## src/sv/lfscl_pkg.sv

```systemverilog
// Shared types, sizes and helpers for the LED frame store with current limiting.
package lfscl_pkg;

    localparam int STRIPS           = 6;
    localparam int PIXELS_PER_STRIP = 15;
    localparam int PIXEL_COUNT      = STRIPS * PIXELS_PER_STRIP;
    localparam int FULL_LEVEL       = 3 * 255;

    localparam int ADDR_W  = (PIXEL_COUNT > 1) ? $clog2(PIXEL_COUNT) : 1;
    localparam int CNT_W   = $clog2(PIXEL_COUNT + 1);
    localparam int LEVEL_W = $clog2(PIXEL_COUNT * FULL_LEVEL + 1);
    localparam int TOTAL_W = 17;
    localparam int MAX_W   = 16;
    localparam int FW_W    = 8;
    localparam int LIM_W   = MAX_W + $clog2(FULL_LEVEL + 1);
    localparam int DEN_W   = LEVEL_W + FW_W;
    localparam int CMP_W   = (DEN_W > LIM_W) ? DEN_W : LIM_W;
    localparam int RATIO_W = 16;
    localparam int DIV_CNT_W = $clog2(RATIO_W + 1);

    localparam logic [MAX_W-1:0] MAX_RESET = MAX_W'(900);
    localparam logic [FW_W-1:0]  FW_RESET  = FW_W'(60);

    localparam logic REG_MAX_CURRENT = 1'b0;
    localparam logic REG_FULL_WHITE  = 1'b1;

    localparam logic FUNC_WRITE = 1'b0;
    localparam logic FUNC_READ  = 1'b1;

    typedef struct packed {
        logic [7:0] blue;
        logic [7:0] green;
        logic [7:0] red;
    } t_pixel;

    localparam int PIXEL_W = $bits(t_pixel);

    typedef enum logic [2:0] {
        ST_IDLE,
        ST_UPD,
        ST_CHK,
        ST_DIV,
        ST_SCAN,
        ST_OUT
    } t_state;

    function automatic logic [9:0] pix_level(input t_pixel p);
        return 10'(p.red) + 10'(p.green) + 10'(p.blue);
    endfunction

    function automatic logic [7:0] scale_chan(input logic [7:0] c,
                                              input logic [RATIO_W-1:0] ratio);
        logic [RATIO_W+7:0] prod;
        prod = (RATIO_W+8)'(c) * (RATIO_W+8)'(ratio);
        return prod[RATIO_W+7:RATIO_W];
    endfunction

endpackage

```

## src/sv/lfscl_ram.sv

```systemverilog
// Generic simple dual-port RAM, one write port and one registered read port.
module lfscl_ram #(
    parameter int WIDTH = 24,
    parameter int DEPTH = 90,
    localparam int AW   = (DEPTH > 1) ? $clog2(DEPTH) : 1
) (
    input  logic             i_clk,
    input  logic             i_we,
    input  logic [AW-1:0]    i_waddr,
    input  logic [WIDTH-1:0] i_wdata,
    input  logic [AW-1:0]    i_raddr,
    output logic [WIDTH-1:0] o_rdata
);

    logic [WIDTH-1:0] r_mem [DEPTH];
    logic [WIDTH-1:0] r_rdata;

    always_ff @(posedge i_clk) begin
        if (i_we) begin
            r_mem[i_waddr] <= i_wdata;
        end
        r_rdata <= r_mem[i_raddr];
    end

    assign o_rdata = r_rdata;

endmodule

```

## src/sv/led_frame_store_current_limiter.sv

```systemverilog
// Top level: pixel frame store with running level sum and global current limiting.
//
//  channel   direction  handshake              payload
//  s stream  in         i_s_tvalid/o_s_tready  tdata strip,pixel,r,g,b; tuser func
//  m stream  out        o_m_tvalid/i_m_tready  tdata r,g,b,total; tuser was_scaled
//  apb cfg   in         psel/penable/pready    max current, full white current
//
// Each item passes idle (accept), update (registered RAM read) and out; a write also passes
// the limit check, and a write that trips the limit runs the 16-bit ratio divider (one
// quotient bit a cycle) and a scaling walk over all PIXEL_COUNT RAM entries before out.
// Reset clears per-pixel valid bits at once; no clearing pass.
// A new beat is taken in idle even while the previous result is still held.
module led_frame_store_current_limiter
    import lfscl_pkg::*;
(
    input  logic        i_clk,
    input  logic        i_rst_n,
    input  logic        i_s_tvalid,
    output logic        o_s_tready,
    input  logic [31:0] i_s_tdata,   // strip[2:0] pixel[6:3] red[14:7] green[22:15] blue[30:23]
    input  logic        i_s_tuser,   // func
    output logic        o_m_tvalid,
    input  logic        i_m_tready,
    output logic [47:0] o_m_tdata,   // red[7:0] green[15:8] blue[23:16] total_level[40:24]
    output logic        o_m_tuser,   // was_scaled
    input  logic        i_psel,
    input  logic        i_penable,
    input  logic        i_pwrite,
    input  logic [2:0]  i_paddr,
    input  logic [31:0] i_pwdata,
    output logic [31:0] o_prdata,
    output logic        o_pready
);

    t_state                 r_state, n_state;
    logic [MAX_W-1:0]       r_max;
    logic [FW_W-1:0]        r_fw;
    logic [PIXEL_COUNT-1:0] r_valid, n_valid;
    logic                   r_rd_vld;
    logic [LEVEL_W-1:0]     r_sum, n_sum;
    logic                   r_func, n_func;
    logic                   r_inr, n_inr;
    logic [ADDR_W-1:0]      r_k, n_k;
    t_pixel                 r_new, n_new;
    t_pixel                 r_res, n_res;
    logic                   r_res_scaled, n_res_scaled;
    logic [DEN_W-1:0]       r_den, n_den;
    logic [DEN_W-1:0]       r_rem, n_rem;
    logic [RATIO_W-1:0]     r_ratio, n_ratio;
    logic [DIV_CNT_W-1:0]   r_div_cnt, n_div_cnt;
    logic [CNT_W-1:0]       r_issue, n_issue;
    logic                   r_pa_vld, n_pa_vld;
    logic [ADDR_W-1:0]      r_pa_addr, n_pa_addr;
    logic                   r_pb_vld, n_pb_vld;
    logic [ADDR_W-1:0]      r_pb_addr, n_pb_addr;
    t_pixel                 r_pb_pix, n_pb_pix;
    logic [LEVEL_W-1:0]     r_acc, n_acc;
    logic                   r_m_valid, n_m_valid;
    t_pixel                 r_m_pix, n_m_pix;
    logic [LEVEL_W-1:0]     r_m_sum, n_m_sum;
    logic                   r_m_scaled, n_m_scaled;

    logic                   ram_we;
    logic [ADDR_W-1:0]      ram_waddr;
    t_pixel                 ram_wdata;
    logic [ADDR_W-1:0]      ram_raddr;
    logic [PIXEL_W-1:0]     ram_q;
    t_pixel                 rd_pix;

    logic [2:0]             in_strip;
    logic [3:0]             in_pixel;
    logic                   in_range;
    logic [ADDR_W-1:0]      in_k;
    logic                   s_accept;
    logic                   cfg_wr;
    logic [DEN_W-1:0]       load;
    logic [LIM_W-1:0]       limit;
    logic [DEN_W:0]         rem2;
    t_pixel                 sc_pix;

    assign in_strip = i_s_tdata[2:0];
    assign in_pixel = i_s_tdata[6:3];
    assign in_range = (int'(in_strip) < STRIPS) && (int'(in_pixel) < PIXELS_PER_STRIP);
    assign in_k     = in_range ?
                      ADDR_W'(int'(in_strip) * PIXELS_PER_STRIP + int'(in_pixel)) : '0;
    assign o_s_tready = (r_state == ST_IDLE);
    assign s_accept   = i_s_tvalid && o_s_tready;

    assign cfg_wr   = i_psel && i_penable && i_pwrite && o_pready;
    assign o_pready = 1'b1;
    assign o_prdata = (i_paddr[2] == REG_FULL_WHITE) ? 32'(r_fw) : 32'(r_max);

    assign rd_pix = r_rd_vld ? t_pixel'(ram_q) : '0;
    assign load   = DEN_W'(r_sum) * DEN_W'(r_fw);
    assign limit  = LIM_W'(r_max) * LIM_W'(FULL_LEVEL);
    assign rem2   = {r_rem, 1'b0};

    assign sc_pix.red   = scale_chan(rd_pix.red, r_ratio);
    assign sc_pix.green = scale_chan(rd_pix.green, r_ratio);
    assign sc_pix.blue  = scale_chan(rd_pix.blue, r_ratio);

    lfscl_ram #(
        .WIDTH (PIXEL_W),
        .DEPTH (PIXEL_COUNT)
    ) u_store (
        .i_clk   (i_clk),
        .i_we    (ram_we),
        .i_waddr (ram_waddr),
        .i_wdata (ram_wdata),
        .i_raddr (ram_raddr),
        .o_rdata (ram_q)
    );

    always_ff @(posedge i_clk) begin
        if (!i_rst_n) begin
            r_max <= MAX_RESET;
            r_fw  <= FW_RESET;
        end else if (cfg_wr) begin
            unique case (i_paddr[2])
                REG_MAX_CURRENT: r_max <= i_pwdata[MAX_W-1:0];
                REG_FULL_WHITE:  r_fw  <= i_pwdata[FW_W-1:0];
            endcase
        end
    end

    always_ff @(posedge i_clk) begin
        if (!i_rst_n) begin
            r_state   <= ST_IDLE;
            r_valid   <= '0;
            r_sum     <= '0;
            r_m_valid <= 1'b0;
            r_pa_vld  <= 1'b0;
            r_pb_vld  <= 1'b0;
        end else begin
            r_state   <= n_state;
            r_valid   <= n_valid;
            r_sum     <= n_sum;
            r_m_valid <= n_m_valid;
            r_pa_vld  <= n_pa_vld;
            r_pb_vld  <= n_pb_vld;
        end
    end

    always_ff @(posedge i_clk) begin
        r_rd_vld     <= r_valid[ram_raddr];
        r_func       <= n_func;
        r_inr        <= n_inr;
        r_k          <= n_k;
        r_new        <= n_new;
        r_res        <= n_res;
        r_res_scaled <= n_res_scaled;
        r_den        <= n_den;
        r_rem        <= n_rem;
        r_ratio      <= n_ratio;
        r_div_cnt    <= n_div_cnt;
        r_issue      <= n_issue;
        r_pa_addr    <= n_pa_addr;
        r_pb_addr    <= n_pb_addr;
        r_pb_pix     <= n_pb_pix;
        r_acc        <= n_acc;
        r_m_pix      <= n_m_pix;
        r_m_sum      <= n_m_sum;
        r_m_scaled   <= n_m_scaled;
    end

    always_comb begin
        n_state      = r_state;
        n_valid      = r_valid;
        n_sum        = r_sum;
        n_func       = r_func;
        n_inr        = r_inr;
        n_k          = r_k;
        n_new        = r_new;
        n_res        = r_res;
        n_res_scaled = r_res_scaled;
        n_den        = r_den;
        n_rem        = r_rem;
        n_ratio      = r_ratio;
        n_div_cnt    = r_div_cnt;
        n_issue      = r_issue;
        n_pa_vld     = 1'b0;
        n_pa_addr    = r_pa_addr;
        n_pb_vld     = 1'b0;
        n_pb_addr    = r_pb_addr;
        n_pb_pix     = r_pb_pix;
        n_acc        = r_acc;
        n_m_valid    = r_m_valid && !i_m_tready;
        n_m_pix      = r_m_pix;
        n_m_sum      = r_m_sum;
        n_m_scaled   = r_m_scaled;
        ram_we       = 1'b0;
        ram_waddr    = r_k;
        ram_wdata    = r_new;
        ram_raddr    = in_k;

        unique case (r_state)
            ST_IDLE: begin
                if (s_accept) begin
                    n_func         = i_s_tuser;
                    n_inr          = in_range;
                    n_k            = in_k;
                    n_new.red      = i_s_tdata[14:7];
                    n_new.green    = i_s_tdata[22:15];
                    n_new.blue     = i_s_tdata[30:23];
                    n_state        = ST_UPD;
                end
            end
            ST_UPD: begin
                n_res_scaled = 1'b0;
                if (!r_inr) begin
                    n_res   = '0;
                    n_state = ST_OUT;
                end else if (r_func == FUNC_READ) begin
                    n_res   = rd_pix;
                    n_state = ST_OUT;
                end else begin
                    n_sum      = r_sum - LEVEL_W'(pix_level(rd_pix)) +
                                 LEVEL_W'(pix_level(r_new));
                    n_res      = r_new;
                    ram_we     = 1'b1;
                    n_valid[r_k] = 1'b1;
                    n_state    = ST_CHK;
                end
            end
            ST_CHK: begin
                if (CMP_W'(load) > CMP_W'(limit)) begin
                    n_den     = load;
                    n_rem     = DEN_W'(limit);
                    n_ratio   = '0;
                    n_div_cnt = '0;
                    n_state   = ST_DIV;
                end else begin
                    n_state = ST_OUT;
                end
            end
            ST_DIV: begin
                if (rem2 >= {1'b0, r_den}) begin
                    n_rem   = DEN_W'(rem2 - {1'b0, r_den});
                    n_ratio = {r_ratio[RATIO_W-2:0], 1'b1};
                end else begin
                    n_rem   = rem2[DEN_W-1:0];
                    n_ratio = {r_ratio[RATIO_W-2:0], 1'b0};
                end
                n_div_cnt = r_div_cnt + 1'b1;
                if (r_div_cnt == DIV_CNT_W'(RATIO_W - 1)) begin
                    n_issue = '0;
                    n_acc   = '0;
                    n_state = ST_SCAN;
                end
            end
            ST_SCAN: begin
                ram_raddr = r_issue[ADDR_W-1:0];
                if (int'(r_issue) < PIXEL_COUNT) begin
                    n_pa_vld  = 1'b1;
                    n_pa_addr = r_issue[ADDR_W-1:0];
                    n_issue   = r_issue + 1'b1;
                end
                if (r_pa_vld) begin
                    n_pb_vld  = 1'b1;
                    n_pb_addr = r_pa_addr;
                    n_pb_pix  = sc_pix;
                end
                if (r_pb_vld) begin
                    ram_we    = 1'b1;
                    ram_waddr = r_pb_addr;
                    ram_wdata = r_pb_pix;
                    n_valid[r_pb_addr] = 1'b1;
                    n_acc     = r_acc + LEVEL_W'(pix_level(r_pb_pix));
                    if (r_pb_addr == r_k) begin
                        n_res        = r_pb_pix;
                        n_res_scaled = 1'b1;
                    end
                    if (r_pb_addr == ADDR_W'(PIXEL_COUNT - 1)) begin
                        n_sum    = n_acc;
                        n_pa_vld = 1'b0;
                        n_pb_vld = 1'b0;
                        n_state  = ST_OUT;
                    end
                end
            end
            ST_OUT: begin
                if (!r_m_valid || i_m_tready) begin
                    n_m_valid  = 1'b1;
                    n_m_pix    = r_res;
                    n_m_sum    = r_sum;
                    n_m_scaled = r_res_scaled;
                    n_state    = ST_IDLE;
                end
            end
            default: n_state = ST_IDLE;
        endcase
    end

    assign o_m_tvalid = r_m_valid;
    assign o_m_tdata  = {7'b0, TOTAL_W'(r_m_sum), r_m_pix.blue, r_m_pix.green, r_m_pix.red};
    assign o_m_tuser  = r_m_scaled;

    a_div_rem_below_den: assert property (@(posedge i_clk) disable iff (!i_rst_n)
        (r_state == ST_DIV) |-> (r_rem < r_den))
        else $error("divider remainder not below divisor");

    a_scaled_within_limit: assert property (@(posedge i_clk) disable iff (!i_rst_n)
        (r_state == ST_OUT && r_res_scaled) |->
        (CMP_W'(DEN_W'(r_sum) * DEN_W'(r_fw)) <= CMP_W'(limit)))
        else $error("store still over the limit after scaling");

    a_scan_no_collision: assert property (@(posedge i_clk) disable iff (!i_rst_n)
        (r_state == ST_SCAN && r_pb_vld && int'(r_issue) < PIXEL_COUNT) |->
        (r_pb_addr != r_issue[ADDR_W-1:0]))
        else $error("scan writes the entry it reads");

    a_scan_in_order: assert property (@(posedge i_clk) disable iff (!i_rst_n)
        (r_pb_vld && $past(r_pb_vld)) |-> (r_pb_addr == $past(r_pb_addr) + 1'b1))
        else $error("scan write-back skipped an entry");

endmodule

```

## config.mk

```make
export PLATFORM = sky130hd
export DESIGN_NAME = led_frame_store_current_limiter
export DESIGN_NICKNAME = d
export VERILOG_FILES = /design/src/sv/lfscl_pkg.sv /design/src/sv/lfscl_ram.sv /design/src/sv/led_frame_store_current_limiter.sv
export SDC_FILE = /design/constraint.sdc
export NUM_CORES = 2
export LEC_CHECK = 0
export BUFFER_PORTS_ARGS = -buffer_cell sky130_fd_sc_hd__buf_2
export CAP_MARGIN = 40
export CORE_ASPECT_RATIO = 1.1
export CORE_UTILIZATION = 64
export DETAILED_ROUTE_END_ITERATION = 7
export PLACE_DENSITY_LB_ADDON = 0.2
export SLEW_MARGIN = 30
export SYNTH_ARGS = -nofsm -noshare
export SYNTH_HDL_FRONTEND = slang
export SYNTH_SLANG_ARGS = --single-unit
```

## constraint.sdc

```tcl
create_clock -name i_clk -period 10.15 [get_ports i_clk]
set_input_delay 1.5225 -clock i_clk [delete_from_list [all_inputs] [get_ports i_clk]]
set_output_delay 1.5225 -clock i_clk [all_outputs]
set_load 0.03 [all_outputs]
```

==> results.py <==
metrics = {
    "clock_tree": {
        "cts_buffers": 239,
        "h-tree-depth": 4,
        "cts_sinks": 2555,
        "cts_resized": 0,
        "post_cts_buffers": 0,
        "cts_root_buf": "clkbuf_16",
        "clk_path_buf_depth": 3,
        "clkLatencyLatePin_ns": 0.92,
        "cts_tree": "yes",
        "clk_pin_slew_ns": 0.06,
        "cts_hold_buffers": 0,
    },
    "power": {
        "finalPower_mw": 36.5,
        "power_density_nw_per_um2": 266,
        "seqPwrFrac_pct": 33.7,
        "p_leak_nw": 51.3,
        "internal_power_mw": 22.5,
        "p_comb_share_pct": 40.6,
        "clockPowerShare_pct": 25.8,
        "peakVddDrop_uv": 504,
        "power.switching_mw": 14.1,
        "switching_share_pct": 38.5,
    },
    "die": {
        "dieHeight_um": 466,
        "row_count": 169,
        "pin_count": 159,
        "initial_core_util_pct": 64.7,
        "dieArea_um2": 197000,
        "fp.dieW_um": 424,
        "coreArea_um2": 193000,
    },
    "logic_synthesis": {
        "ys_ff_latch": 2555,
        "async_flop_share_pct": 0,
        "yosys_warnings": 0,
        "synth_top_area_share_pct": 57.4,
        "synth_common_cells": "edfxtp_1, nand2_1, nand3_1",
        "yosysTopAreaCell": "edfxtp_1",
        "synth_flop_cell": "edfxtp_1",
        "synth_area_um2": 125000,
        "yosys-top-cells-area": "edfxtp_1, fa_1, nand2_1, ha_1, nand3_1",
        "ys_seq_area_share_pct": 60.0,
        "yosysMostFrequentCell": "edfxtp_1",
        "syn_inst": 10273,
        "ys_types": 93,
        "synth_edf_count": 2393,
        "syn_avg_cell_area_um2": 12.2,
    },
    "sta": {
        "tightestPinTransition_ns": 1.01,
        "finalWorstSetupSlack_ns": 1.21,
        "setup_viol": 0,
        "whs_ns": 0.418,
        "period_minus_slack_ns": 8.94,
        "rsz0062_at_grt": "false",
        "max_freq_ghz": 0.112,
        "drv_slew": 0,
        "period_share_pct": 88.1,
        "fin_skew_ns": 0.0660,
        "tns_ns": 0,
        "slew_headroom_pct": 31.8,
        "hold_viol": 0,
    },
    "placement": {
        "post-place-cells": 12634,
        "port_buffers": 115,
        "place_ws_ns": 1.26,
        "hpwlAfterDp_mm": 224,
        "place_area_um2": 129000,
        "gp_congestion": 0.940,
    },
    "global_routing": {
        "antenna_found_initial": 28,
        "met3_usage_pct": 7.72,
        "grt.overflow.total": 0,
        "grt_pass1_vias": 83926,
        "busiest_layer": "met2",
        "grt_usage_pct": 36.7,
        "use_met2_pct": 57.1,
        "grt_max_degree": 130,
        "use_met1_pct": 48.2,
        "grt_first_pass_wirelength_mm": 533,
    },
    "layout": {
        "drive_above_1_share_pct": 9.79,
        "area_growth_pct": 9.91,
        "final_cells": 13110,
        "finalNetCount": 11229,
        "final_area_um2": 137000,
        "utilization_pct": 71.1,
    },
    "routing": {
        "ant_nets": 0,
        "drt_iter0_drc": 12624,
        "finalWirelength_mm": 364,
        "avgViaCountPerCell": 6.57,
        "vias": 86072,
        "firstDrtPassIters": 8,
        "drc_errors": 120,
        "drt-wirelength-per-cell_um": 27.8,
    },
    "critical_path": {
        "cp.arrival_ns": 9.49,
        "critPathLaunchType": "flop",
        "crit_family": "adder cells",
        "path_max_fanout": 29,
        "crit_type": "reg2reg",
        "slowest_stage": "dfxtp_1",
        "path_buf_inv": 5,
        "cpMostUsedCell": "fa_1",
        "critPathMaxStageDelay_ns": 0.63,
        "required_ns": 10.70,
        "critical_path.endpoint_type": "flop",
    },
    "job": {
        "max_cap_viol_count": 0,
    },
    "outcome": {
        "status": "finished with violations",
        "violations": "design-rule violations",
    },
    "min_path": {
        "hp-class": "reg2reg",
    },
}
[flip-flops by register name, indices dropped and copies added (netlist names), 7 cells and up]
signal / count
r_pa_addr: 7
r_issue: 7
r_ratio: 16
r_sum: 17
r_res: 24
u_store.o_rdata: 24
r_rem: 25
u_store.r_mem: 2160
r_den: 25
o_m_tdata: 24
r_valid: 90
r_pb_addr: 7
r_max: 16
r_new: 24
r_acc: 17
r_pb_pix: 24
r_k: 7
r_fw: 8
r_m_sum: 17
[cell families after synthesis]
logic type	Yosys count	synth area share, %
compound gates	1220	6.80
simple gates	4154	14.7
xor+xnor	121	0.847
flops	2555	60.0
mux	188	1.96
other cells	2	0.00600
fa+ha+maj	830	11.2
buf+inv	1203	4.42
[power groups by stage]
stage | combinational (mW) | sequential, mW | clock [mW]
floorplan | 9.60 | 12.4 | 0
global placement | 13.8 | 12.6 | 0
detailed placement | 14.3 | 12.6 | 0
CTS | 14.5 | 12.3 | 9.43
global route | 16.0 | 12.3 | 9.82
finish | 14.8 | 12.3 | 9.41
[worst reg2reg max path: cells and delay by family (launching register included)]
| family | cells | cell delay [ns] |
|---|---|---|
| compound gates | 9 | 2.00 |
| xor+xnor | 1 | 0.22 |
| fa+ha+maj | 7 | 3.19 |
| buf+inv | 5 | 0.67 |
| flops | 1 | 0.63 |
| simple gates | 6 | 1.90 |
[layout by cell type, fill, tap and decap left out, types with 98 or more instances in the layout]
cell type / instances
edfxtp_1: 2393
o21ai_0: 133
a21oi_1: 195
buf_4: 241
inv_1: 574
buf_2: 124
ha_1: 350
dfxtp_1: 161
a311oi_1: 152
and3_1: 345
nor2_2: 98
nand3_1: 721
nand2_1: 2315
fa_1: 480
a31oi_1: 182
clkbuf_16: 240
nor2_1: 205
and2_1: 139
mux2i_1: 139
[path summary, 6_finish.rpt]
check	start	end	slack, ns	cells after the start
min	r_res[18]	o_m_tdata[18]	0.42	0
min reg2reg	r_res[18]	o_m_tdata[18]	0.42	0
max reg2reg	r_max[4]	r_rem[10]	1.21	28
max	r_max[4]	r_rem[10]	1.21	28
[area by class of cell]
| type | count | area, um^2 |
|---|---|---|
| Sequential cell | 2555 | 75100 |
| Fill cell | 12865 | 56000 |
| Multi-Input combinational cell | 6537 | 45300 |
| Clock buffer | 310 | 6460 |
| Timing Repair Buffer | 416 | 3410 |
| Tap cell | 2565 | 3210 |
| Inverter | 575 | 2160 |
| Clock inverter | 140 | 1820 |
| Antenna cell | 12 | 30.0 |
[routing by layer]
metal | wire length [um] | up-vias
met2 | 167000 | 5847
met4 | 23600 | 20
met1 | 129000 | 42429
met3 | 44400 | 1055
li1 | - | 36721
met5 | 135 | -
Power figures use the tool's default switching activity.
